<file path="src/rtl/adc_channel_register_model_core_assert.svh">
// Assertion macros for the converter register core.
`ifndef ADC_CHANNEL_REGISTER_MODEL_CORE_ASSERT_SVH
`define ADC_CHANNEL_REGISTER_MODEL_CORE_ASSERT_SVH

`ifndef NO_ASSERTIONS
// Check a property while out of reset.
`define ACRM_ASSERT(label, clk, rst, prop, msg) \
   label: assert property (@(posedge clk) disable iff (rst) prop) else $error(msg);
// Check a property at every edge, reset included.
`define ACRM_ASSERT_ALWAYS(label, clk, prop, msg) \
   label: assert property (@(posedge clk) prop) else $error(msg);
`else
`define ACRM_ASSERT(label, clk, rst, prop, msg)
`define ACRM_ASSERT_ALWAYS(label, clk, prop, msg)
`endif

`endif

</file>
<file path="src/rtl/acrm_pkg.sv">
package acrm_pkg;

   // Storage sizes
   localparam int REG_WORDS    = 256;
   localparam int NUM_CHANNELS = 8;
   localparam int ADDR_W       = $clog2(REG_WORDS);
   localparam int CH_W         = (NUM_CHANNELS > 1) ? $clog2(NUM_CHANNELS) : 1;

   // Field widths
   localparam int DATA_W   = 32;
   localparam int INDEX_W  = 8;
   localparam int CHAN_W   = 3;
   localparam int SAMPLE_W = 12;

   // Register map
   localparam logic [INDEX_W-1:0] STATUS_WORD = 8'h01;
   localparam logic [INDEX_W-1:0] BUSY_WORD   = 8'h0F;
   localparam logic [INDEX_W-1:0] START_WORD  = 8'h15;

   localparam logic [DATA_W-1:0]   START_KEEP_MASK = 32'hFFFE_0000;
   localparam logic [DATA_W-1:0]   BUSY_KEEP_MASK  = ~32'h0000_00FF;
   localparam int                  DONE_START_BIT  = 16;
   localparam int                  DONE_STATUS_BIT = 15;
   localparam int                  SAMPLE_POS      = 16;
   localparam int                  PAD_SHIFT       = 19;
   localparam logic [SAMPLE_W-1:0] SAMPLE_RESET    = 12'd2048;

   // Bus commands
   typedef enum logic [1:0] {
      CMD_READ   = 2'd0,
      CMD_WRITE  = 2'd1,
      CMD_SAMPLE = 2'd2
   } command_type;

   // Controller to datapath strobes
   typedef struct packed {
      logic fetch;
      logic write_en;
      logic sample_en;
      logic load_out;
   } ctrl_cmd_type;

   typedef struct packed {
      logic              found;
      logic [CHAN_W-1:0] channel;
   } pad_pick_type;

   // Lowest set pad-enable bit of a start word
   function automatic pad_pick_type pad_pick(input logic [DATA_W-1:0] data);
      pad_pick_type r;
      r = '0;
      for (int i = NUM_CHANNELS - 1; i >= 0; i--) begin
         if (data[PAD_SHIFT + i]) begin
            r.found   = 1'b1;
            r.channel = CHAN_W'(i);
         end
      end
      return r;
   endfunction

endpackage

</file>
<file path="src/rtl/acrm_ctrl.sv">
module acrm_ctrl (
   input  logic                  clock,
   input  logic                  reset,
   input  logic                  req_valid,
   input  logic [1:0]            req_command,
   output logic                  req_ready,
   output logic                  rsp_valid,
   input  logic                  rsp_ready,
   output acrm_pkg::ctrl_cmd_type cmd
);
   import acrm_pkg::*;

   typedef enum logic {
      ST_IDLE,
      ST_FETCH
   } state_type;

   state_type state_ff, state_in;
   logic      rsp_valid_ff, rsp_valid_in;
   logic      accept;

   assign req_ready = (state_ff == ST_IDLE);
   assign accept    = req_ready && req_valid;
   assign rsp_valid = rsp_valid_ff;

   // Decode the transfer and sequence the read
   always_comb begin
      cmd          = '0;
      state_in     = state_ff;
      rsp_valid_in = rsp_valid_ff && !rsp_ready;
      unique case (state_ff)
         ST_IDLE: begin
            if (accept) begin
               unique case (req_command)
                  CMD_READ: begin
                     cmd.fetch = 1'b1;
                     state_in  = ST_FETCH;
                  end
                  CMD_WRITE:  cmd.write_en  = 1'b1;
                  CMD_SAMPLE: cmd.sample_en = 1'b1;
                  default:    ;
               endcase
            end
         end
         ST_FETCH: begin
            // Load the output register once it is free or being drained
            if (!rsp_valid_ff || rsp_ready) begin
               cmd.load_out = 1'b1;
               rsp_valid_in = 1'b1;
               state_in     = ST_IDLE;
            end
         end
         default: state_in = ST_IDLE;
      endcase
   end

   always_ff @(posedge clock) begin
      if (reset) begin
         state_ff     <= ST_IDLE;
         rsp_valid_ff <= 1'b0;
      end else begin
         state_ff     <= state_in;
         rsp_valid_ff <= rsp_valid_in;
      end
   end
endmodule

</file>
<file path="config.mk">
export PLATFORM = sky130hd
export DESIGN_NAME = acrm_ctrl
export DESIGN_NICKNAME = d
export VERILOG_FILES = /design/src/rtl/adc_channel_register_model_core_assert.svh /design/src/rtl/acrm_pkg.sv /design/src/rtl/acrm_ctrl.sv
export SDC_FILE = /design/constraint.sdc
export NUM_CORES = 1
export LEC_CHECK = 0
export ABC_CLOCK_PERIOD_IN_PS = 1700
export BUFFER_PORTS_ARGS = -buffer_cell sky130_fd_sc_hd__buf_4
export CORE_AREA = 2 2 39 41
export DETAILED_ROUTE_END_ITERATION = 16
export DIE_AREA = 0 0 41 43
export PLACE_DENSITY = 0.36
export SYNTH_ARGS = -nofsm -noshare
export SYNTH_HDL_FRONTEND = slang
export SYNTH_SLANG_ARGS = --single-unit
</file>
<file path="constraint.sdc">
create_clock -name clock -period 1.7 [get_ports clock]
set_clock_uncertainty 0.2 [all_clocks]
set_input_delay 0.17 -clock clock [delete_from_list [all_inputs] [get_ports clock]]
set_output_delay 0.17 -clock clock [all_outputs]
set_load 0.005 [all_outputs]
</file>
=== Yosys cells after proc, flatten, opt, wreduce, memory -nomap -nowiden ===
Index checks and enable logic that the tools add are counted.

* Bits of input ports: 6
* Output and inout bits: 6
* Word-level logic and storage cells: 23
* Register bits after elaboration: 2

* Multiplexer cells: 12
* Bitwise gates (word level): 1
* Reductions and logical operators: 6
* Equal/unequal tests: 2

{| class="wikitable"
|+ Operators by type and width
! kind !! count
|-
| $mux 1 || 9
|-
| $mux 3 || 2
|-
| $eq 2x1->1 const B || 1
|-
| $eq 2x2->1 const B || 1
|-
| $logic_and 1x1->1 || 2
|-
| $logic_not 1->1 || 2
|-
| $logic_not 2->1 || 1
|-
| $pmux 1 s2 || 1
|-
| $logic_or 1x1->1 || 1
|-
| $not 1->1 || 1
|}

=== Depth between registers and ports, before layout ===
Gate-level depths: netlist (run 1).

* Word-level depth: 4
* Depth in mapped cells: 2
* Mapped depth without buffers: 2

=== Least setup slack after synthesis (run 1) ===
No wires, ideal clock.

* Path kind: register -> output
* Start point: register state_ff
* End point: output cmd[3] (netlist bit)
* Data arrival time: 0.921 ns
* Slack: 0.409 ns
* Stages on the path, launching flop included: 3
* Buffers on the path: 0
* Data required time: 1.330 ns
* Path through: dfxtp_1 > or4b_4 > inv_1

{| class="wikitable"
|+ RTL lines
! what !! line !! source
|-
| from (decl) || acrm_ctrl.sv:18 || <nowiki>state_type state_ff, state_in;</nowiki>
|-
| from (signal assigned) || acrm_ctrl.sv:62 || <nowiki>state_ff <= state_in;</nowiki>
|-
| to (decl) || acrm_ctrl.sv:9 || <nowiki>output acrm_pkg::ctrl_cmd_type cmd</nowiki>
|}

==> out/results.txt, run 1 <==
Sequential Power Share: 26.7%
Worst-Margin Slew: 0.168 ns
Final max-slew violation count: 0
ANT cells: 0
CTS sink count: 2
Final GP Congestion: 0.597
Non-filler cells, final: 44
DR vias: 141
Total power: 0.000187 W
Hold Path Class: in2reg
Routed vias/inst: 3.20
Num CTS Buffers: 3
Die footprint: 1760 sq um
Clock Root Buffer: clkbuf_4
Syn-to-layout area delta: 117%
Post-CTS setup buffer count: 0
Clk slew on worst S/H paths: 0.03 ns
CP max stage delay: 0.54 ns
DRT iter0 DRCs: 1
Finished Cell Area: 253 sq um
Drt pass-1 iters: 2
Mux cell area share after synthesis: 0%
Clk Latency, worst-skew pair: 0.23 ns
Largest net degree at the start of global routing: 6
Post-Syn Nets: 19
Grt ovf: 0
Register area: 41.3 sq um
# DRC: 0
RSZ-0062 raised after global routing: no
Combinational share of power: 15.4%
Type of origin of the critical path: register
Layout cells sized above 1: 60.7%
Synthesized instance count: 13
Setup_tns: 0 ns
Clk buf depth: 2
WL per Instance: 8.89 um
Worst VDD drop: 0.459 mV
# IOs: 12
Fin worst setup slack: 0.0669 ns
LEAKAGE: 0.117 nW
Synth top area cells: dfxtp_1, nor3b_1, or4b_4, nand2b_1, a21oi_2
Buffers on Ports: 11
Total GRT Usage: 6.61%
Fill count: 153
Yosys warning total: 0
Core Region: 1380 sq um
Register area share after synthesis: 34.4%
Leading area contributor after synthesis: dfxtp_1
Area of the multi-input gates: 68.8 sq um
CP arrival: 1.26 ns
Dpl cell area: 219 sq um
Synth Area in Simple Gates: 47.3%
Dpl ws: 0.286 ns
Main combinational cell family by area after synthesis: simple AND/OR/NAND/NOR gates
Htree depth: 1
Crit path to: cmd[3]
Vias in the first global route: 150
Cells on worst reg2reg path: 2
Relative slew margins: 88.8%
DIE WIDTH: 41 um
Critical Path Stages: 3
Critical path class: reg2out
Number of distinct library cells after synthesis: 9
Worst setup EP type: output pin
Worst R2R Setup Slack: 0.44 ns
Synth Register Bits: 2
Internal power: 0.000146 W
NetSw: 0.0000406 W
Worst path cell trace: or4b_4 -> inv_1 -> buf_4
Final period util: 96.1%
Initial antenna violation count: 0
Syn avg cell area: 8.95 sq um
Core Rows: 14
Synthesized area: 116 sq um
Worst path buffer plus inverter count: 2
Reg2reg end: state_ff
Synth top area share: 34.4%
Starting density of the core: 8.41%
Final hold vios: 0
Post-synthesis xor/xnor area fraction: 0%
# nets final: 36
Switching Share: 21.8%
Complex-gate fraction of the synthesized area: 11.8%
Status: finished, final reports clean
Critical R2R Launch: state_ff
CP required: 1.33 ns
First-pass GRT wire length: 641 um
Area share of fa/ha/maj cells after synthesis: 0%
FMAX: 612 MHz
Max-cap violations: 0
Worst-path cell with the longest stage delay: or4b_4
WL final: 391 um
Worst Setup SP: state_ff
CTS tree: yes
Crit-path max FO: 5
CP delay by family, top: simple AND/OR/NAND/NOR gates
Antenna-violating nets left: 0
Clock power frac: 57.9%
Die height: 43 um
Setup-failing EPs final: 0
Pwr/cell area: 739 nW/um^2
Min cycle time layout: 1.63 ns
Placed Cells: 40
==> final cells by class <==
type,instances,area share [%]
repair buffers,12,36.6
multi-input cells,9,27.2
flip-flops and latches,2,16.3
clock buffers,3,8.91
well taps,16,7.92
inverters,2,2.97
==> worst register-to-register path: stages, from the launching register on <==
cell and delay (ns):
dfxtp_2 0.32, or4b_4 0.54, a21oi_2 0.12
==> placed cells by master, fill, tap and decap left out, drive strengths merged <==
cell type,instances
buf,11
clkbuf,3
inv,2
nand2b,2
nor3b,2
a21oi,2
dfxtp,2
or4b,1
and2,1
nand3b,1
dlygate4sd3,1
==> cells in the mapped netlist <==
library cell and number:
and2_1 1, a21oi_1 1, nor3b_1 2, dfxtp_1 2, nand2b_1 2, or4b_4 1, nand3b_1 1, inv_1 2
a21oi_2 1
==> cells by family after synthesis <==
group | after synthesis
AND/OR/NAND/NOR | 7
buffers and inverters | 2
flip-flops | 2
AO/OA/AOI/OAI | 2
==> stage by stage <==
step	hold slack [ns]	util [%]
4_1_cts	0.0287	18.2
5_1_grt	0.0303	18.3
3_5_place_dp	0.141	15.8
3_3_place_gp	0.138	15.8
6_report	0.0295	18.3
2_1_floorplan	0.0324	-
==> state kept, by name (all words and copies together) (netlist names) <==
register	flops
rsp_valid	1
state_ff	1
==> repair_timing <==
item / CTS / global route
resized for setup: 0 / 1
hold buffers: 1 / 0
endpoints found under the setup margin: 0 / 1
hold endpoints to repair: 2 / 0
==> power by group through the flow <==
stage | Sequential [W] | Clock [W] | Combinational [W]
floorplan | 0.0000501 | 0 | 0.00000829
global placement | 0.0000503 | 0 | 0.0000263
detailed placement | 0.0000503 | 0 | 0.0000270
CTS | 0.0000497 | 0.000113 | 0.0000291
global route | 0.0000501 | 0.000120 | 0.0000315
finish | 0.0000498 | 0.000108 | 0.0000287
==> how the worst min path moves through the flow <==
stage,from,to,slack [ns],cells after the start
5_1_grt,rsp_ready,state_ff,0.03,3
4_1_cts,rsp_ready,rsp_valid,0.03,3
6_report,rsp_ready,rsp_valid,0.03,3
3_5_place_dp,reset,state_ff,0.14,2
3_3_place_gp,reset,state_ff,0.14,2
2_1_floorplan,reset,state_ff,0.03,1
==> routing by layer <==
layer	vias to the layer above	share of wire, %	track usage, %
li1	75	-	-
met1	50	45	6.69
met2	16	33	6.56
met3	0	22	9.42
met4	0	0	4.00
met5	-	0	0
No activity file was read; power rests on OpenSTA's default activity.
==> run 2, diff against run 1 <==
Settings changed: ABC_CLOCK_PERIOD_IN_PS 1700 to 1500, BUFFER_PORTS_ARGS -buffer_cell sky130_fd_sc_hd__buf_4 to -buffer_cell sky130_fd_sc_hd__buf_2, SKIP_LAST_GASP set to 1.
Clock period 1.7 ns to 1.5 ns, I/O delays scaled along.
==> run 2 against run 1 <==
The flow now finishes with violations (negative setup slack). First-iteration DRC count increased by 100%. Via count increased by 9.9%. Cell count increased by 4.5%. Critical path type unchanged. Largest cell class is now multi-input gates. Highest routed layer unchanged.
==> out/results.txt, run 2 (same netlist as run 1, synthesis figures left out) <==
Status: complete, but fails checks
Failing checks: negative setup slack
Internal power: 0.000163 W (+12%)
Critical path class: reg2out
RSZ-0062 raised after global routing: yes
# nets final: 38 (+5.6%)
Worst-Margin Slew: 0.119 ns (-0.0490 ns)
Drt pass-1 iters: 2 (unchanged)
Antenna-violating nets left: 0 (unchanged)
Final period util: 101%
Combinational share of power: 16.2% (+0.8 points)
Die height: 43 um (unchanged)
Largest net degree at the start of global routing: 5 (-1)
CP max stage delay: 0.49 ns (-0.05 ns)
CTS tree: yes
Clk Latency, worst-skew pair: 0.22 ns (about the same)
WL per Instance: 7.98 um (-10%)
Htree depth: 1 (unchanged)
Clk slew on worst S/H paths: 0.03 ns (about the same)
Crit-path max FO: 2 (-3)
Fill count: 155 (+1.3%)
Setup-failing EPs final: 1 (+1)
Starting density of the core: 8.41% (unchanged)
NetSw: 0.0000430 W (+5.8%)
# IOs: 12 (unchanged)
Layout cells sized above 1: 73.3% (+13 points)
Routed vias/inst: 3.37 (+5.1%)
Switching Share: 20.9% (-0.90 points)
LEAKAGE: 0.123 nW (+5.1%)
Fin worst setup slack: -0.00999 ns (-0.0769 ns)
Final max-slew violation count: 0 (unchanged)
DR vias: 155 (+9.9%)
Min cycle time layout: 1.51 ns
Pwr/cell area: 804 nW/um^2 (+8.8%)
Most frequent cells in the layout: buf_2, clkbuf_4, nor3b_2, buf_4, dfxtp_1
CTS sink count: 2 (unchanged)
Vias in the first global route: 134 (-11%)
ANT cells: 0 (unchanged)
Hold Path Class: in2reg
Initial antenna violation count: 0 (unchanged)
WL final: 367 um (-6.1%)
Die footprint: 1760 sq um (unchanged)
Most common cell after layout, fill and taps aside: buf_2
Register area: 40.0 sq um (-3.0%)
Final hold vios: 0 (unchanged)
Sequential Power Share: 27.1% (+0.4 points)
Clk buf depth: 2 (unchanged)
Buffers on Ports: 11 (unchanged)
CP arrival: 1.16 ns (-0.10 ns)
Core Rows: 14 (unchanged)
Num CTS Buffers: 3 (unchanged)
Clock Root Buffer: clkbuf_4
CP delay by family, top: simple AND/OR/NAND/NOR gates
Syn-to-layout area delta: 120%
Relative slew margins: 92.0% (+3.3 points)
Core Region: 1380 sq um (unchanged)
Worst-path cell with the longest stage delay: or4b_4
Final GP Congestion: 0.663 (+11%)
Area of the multi-input gates: 86.3 sq um (+25%)
Total GRT Usage: 5.11% (-1.5 points)
CP required: 1.15 ns (-0.18 ns)
Clock power frac: 56.7% (-1.2 points)
Worst setup EP type: output pin
DRT iter0 DRCs: 2 (+1)
Worst VDD drop: 0.528 mV (+15%)
Type of origin of the critical path: register
Grt ovf: 0 (unchanged)
DIE WIDTH: 41 um (unchanged)
Max-cap violations: 0 (unchanged)
FMAX: 662 MHz
First-pass GRT wire length: 545 um (-15%)
# DRC: 0 (unchanged)
Worst path cell trace: or4b_4 -> inv_2 -> buf_2
Setup_tns: -0.00999 ns (-0.00999 ns)
Worst path buffer plus inverter count: 2 (unchanged)
Detailed placer's ending HPWL: 276 um
Total power: 0.000206 W (+10%)
run 2: cell types whose count changed in the layout (fill, tap and decap cells not counted):
cell / before / now
buf_2: 0 / 11
nand2b_1: 2 / 1
dfxtp_1: 1 / 2
nand2b_4: 0 / 1
nor3b_2: 0 / 2
inv_2: 0 / 1
inv_1: 2 / 1
nor3b_1: 2 / 0
buf_4: 11 / 2
dfxtp_2: 1 / 0
run 2: cell type report:
type | count | area share (%)
multi-input combinational | 9 | 33.7
timing repair buffer | 14 | 31.2
sequential | 2 | 15.6
clock buffer | 3 | 8.78
tap | 16 | 7.80
inverter | 2 | 2.93
run 2: metal layers:
layer	global-route usage, %	vias to the layer above	part of all wire [%]
li1	-	79	-
met1	7.32	61	49
met2	4.06	15	30
met3	6.28	0	20
met4	2.00	0	0
met5	0	-	0
run 2: timing repair:
action | CTS | global route
buffers inserted | 1 | 0
hold buffers | 1 | 0
hold endpoints to repair | 2 | 0
endpoints found under the setup margin | 1 | 3
gates resized for setup | 1 | 3
pin swaps | 1 | 0
run 2: metrics by stage:
stage	utilization, %	hold slack, ns	instances	setup WS [ns]	cell area (sq um)
finish	18.5	0.0174	46	-0.00999	256
global route	18.5	0.0343	46	-0.0517	256
CTS	17.3	0.0119	46	-0.0207	239
detailed placement	14.4	0.137	41	0.158	199
global placement	14.4	0.134	41	0.145	199
floorplan	-	0.0124	13	0.229	116
run 2: path summary, 6_finish.rpt:
path,from,end,slack (ns),depth (start not counted)
max reg2reg,state_ff,state_ff,0.19,3
min reg2reg,rsp_valid,rsp_valid,0.30,2
max,state_ff,cmd[3],-0.01,3
min,rsp_ready,rsp_valid,0.02,3
run 2: worst reg2reg max path, delay by kind of cell, from the launching register on:
family          cells  cell delay (ns)
simple gates        1             0.49
flops               1             0.30
compound gates      1             0.11
buf+inv             1             0.15
run 2: power groups by stage:
stage | Combinational (W) | Clock, W | Sequential [W]
final | 0.0000333 | 0.000117 | 0.0000559
after global routing | 0.0000370 | 0.000131 | 0.0000561
after CTS | 0.0000288 | 0.000122 | 0.0000560
after detailed placement | 0.0000250 | 0 | 0.0000566
after global placement | 0.0000251 | 0 | 0.0000566
after floorplan | 0.00000940 | 0 | 0.0000568
==> run 3, diff against run 2 <==
--- a/constraint.sdc
+++ b/constraint.sdc
@@ -4,2 +4,2 @@
 set_output_delay 0.15 -clock clock [all_outputs]
-set_load 0.005 [all_outputs]
+set_load 0.02 [all_outputs]
==> run 3 against run 2 <==
The flow still finishes with violations (negative setup slack). Clock-buffer cell count stayed put. Cell area increased by 4.9%. Hold slack lost 0.0020 ns. Setup slack got worse by 0.035 ns. Critical path depth stayed put. Global-route usage up 1.0 points. Cell count did not move.
==> out/results.txt, run 3 (same netlist as run 1, synthesis figures left out) <==
Final GP Congestion: 0.645 (-2.8%)
Worst path cell trace: or4b_4 -> inv_2 -> buf_6
WHS: 0.0155 ns (-0.00197 ns)
WL per Instance: 8.59 um (+7.6%)
Antenna-violating nets left: 0 (unchanged)
CP delay by family, top: simple AND/OR/NAND/NOR gates
Worst Setup SP: state_ff
Dpl ws: 0.0951 ns (-0.0625 ns)
Worst VDD drop: 0.207 mV (-61%)
LEAKAGE: 0.125 nW (+1.3%)
Syn-to-layout area delta: 131%
Worst-path cell with the longest stage delay: or4b_4
CTS tree: yes
Max-cap violations: 0 (unchanged)
Most frequent cells in the layout: buf_2, buf_4, clkbuf_4
Largest net degree at the start of global routing: 5 (unchanged)
First-pass GRT wire length: 627 um (+15%)
Type of origin of the critical path: register
Htree depth: 1 (unchanged)
Crit-path max FO: 2 (unchanged)
Min cycle time layout: 1.54 ns (+0.0347 ns)
Worst-Margin Slew: 0.128 ns (+0.00873 ns)
Final max-slew violation count: 0 (unchanged)
Die footprint: 1760 sq um (unchanged)
Starting density of the core: 8.41% (unchanged)
CP required: 1.15 ns (about the same)
Dpl cell area: 199 sq um (unchanged)
Hold path start: rsp_ready
WL final: 395 um (+7.6%)
CP arrival: 1.19 ns (+0.03 ns)
Clk slew on worst S/H paths: 0.03 ns (about the same)
Grt ovf: 0 (unchanged)
Fill count: 155 (unchanged)
Pwr/cell area: 810 nW/um^2 (+0.79%)
Critical path class: reg2out
Clock Root Buffer: clkbuf_4
# IOs: 12 (unchanged)
Buffers on Ports: 11 (unchanged)
Final hold vios: 0 (unchanged)
CP max stage delay: 0.49 ns (about the same)
Worst setup EP type: output pin
Core Region: 1380 sq um (unchanged)
Worst path buffer plus inverter count: 2 (unchanged)
Most common cell after layout, fill and taps aside: buf_2
CTS sink count: 2 (unchanged)
Detailed placer's ending HPWL: 276 um (unchanged)
Critical R2R Launch: state_ff
Die height: 43 um (unchanged)
Hold Path Class: in2reg
# nets final: 38 (unchanged)
Failing checks: negative setup slack
Final period util: 103% (+2.3 points)
Num CTS Buffers: 3 (unchanged)
RSZ-0062 raised after global routing: yes
Relative slew margins: 91.4% (-0.58 points)
Vias in the first global route: 153 (+14%)
Layout cells sized above 1: 76.7% (+3.3 points)
# DRC: 0 (unchanged)
ANT cells: 0 (unchanged)
DR vias: 161 (+3.9%)
Initial antenna violation count: 0 (unchanged)
Drt pass-1 iters: 1 (-1)
Core Rows: 14 (unchanged)
DRT iter0 DRCs: 0 (-2)
Clk buf depth: 2 (unchanged)
Clk Latency, worst-skew pair: 0.22 ns (about the same)
Total GRT Usage: 6.11% (+1.0 points)
Fin worst setup slack: -0.0447 ns (-0.0347 ns)
FMAX: 647 MHz (-2.2%)
DIE WIDTH: 41 um (unchanged)
Setup-failing EPs final: 1 (unchanged)
Status: complete, but fails checks
Finished Cell Area: 269 sq um (+4.9%)
Routed vias/inst: 3.50 (+3.9%)
==> run 3: through the flow <==
stage	instances	total power [W]	TNS, ns	utilization, %
floorplan	13	0.0000724	0	-
global placement	41	0.0000881	0	14.4
detailed placement	41	0.0000881	0	14.4
CTS	46	0.000219	-0.125	17.7
global route	46	0.000239	-0.146	19.4
finish	46	0.000218	-0.0447	19.4
==> run 3: layout make-up <==
class                      count  area (sq um)  share of cell area, %
timing repair buffer          14          91.3                   34.0
multi-input combinational      9          86.3                   32.1
sequential                     2          41.3                   15.3
clock buffer                   3          22.5                   8.37
tap                           16          20.0                   7.44
inverter                       2          7.51                   2.79
==> run 3: worst reg2reg max path, stage by stage (launching register included) <==
cell,delay [ns]
dfxtp_2,0.31
or4b_4,0.49
buf_4,0.15
a21oi_2,0.09
==> run 3: report_power, final <==
part           switching, W  internal (W)  leakage [nW]
Combinational     0.0000199     0.0000226        0.0943
Clock             0.0000309     0.0000883        0.0138
Sequential      0.000000964     0.0000552        0.0167
Total             0.0000518      0.000166         0.125
==> run 3: worst paths after layout <==
kind / end / cells after the start / slack [ns]
max reg2reg: state_ff / 3 / 0.19
min reg2reg: rsp_valid / 2 / 0.31
max: cmd[3] / 3 / -0.04
min: state_ff / 3 / 0.02
==> run 3: layer usage <==
| metal | vias to the layer above | part of all wire, % | GRT usage (%) |
|---|---|---|---|
| li1 | 81 | - | - |
| met1 | 68 | 49 | 7.03 |
| met2 | 12 | 34 | 5.00 |
| met3 | 0 | 17 | 7.33 |
| met4 | 0 | 0 | 6.00 |
| met5 | - | 0 | 0 |
==> run 3: repair_timing <==
item / in CTS / in global routing
hold buffers: 1 / 0
hold endpoints to repair: 2 / 0
setup endpoints to repair: 3 / 3
resized for setup: 3 / 6
pin swaps: 2 / 1
buffers inserted: 1 / 0
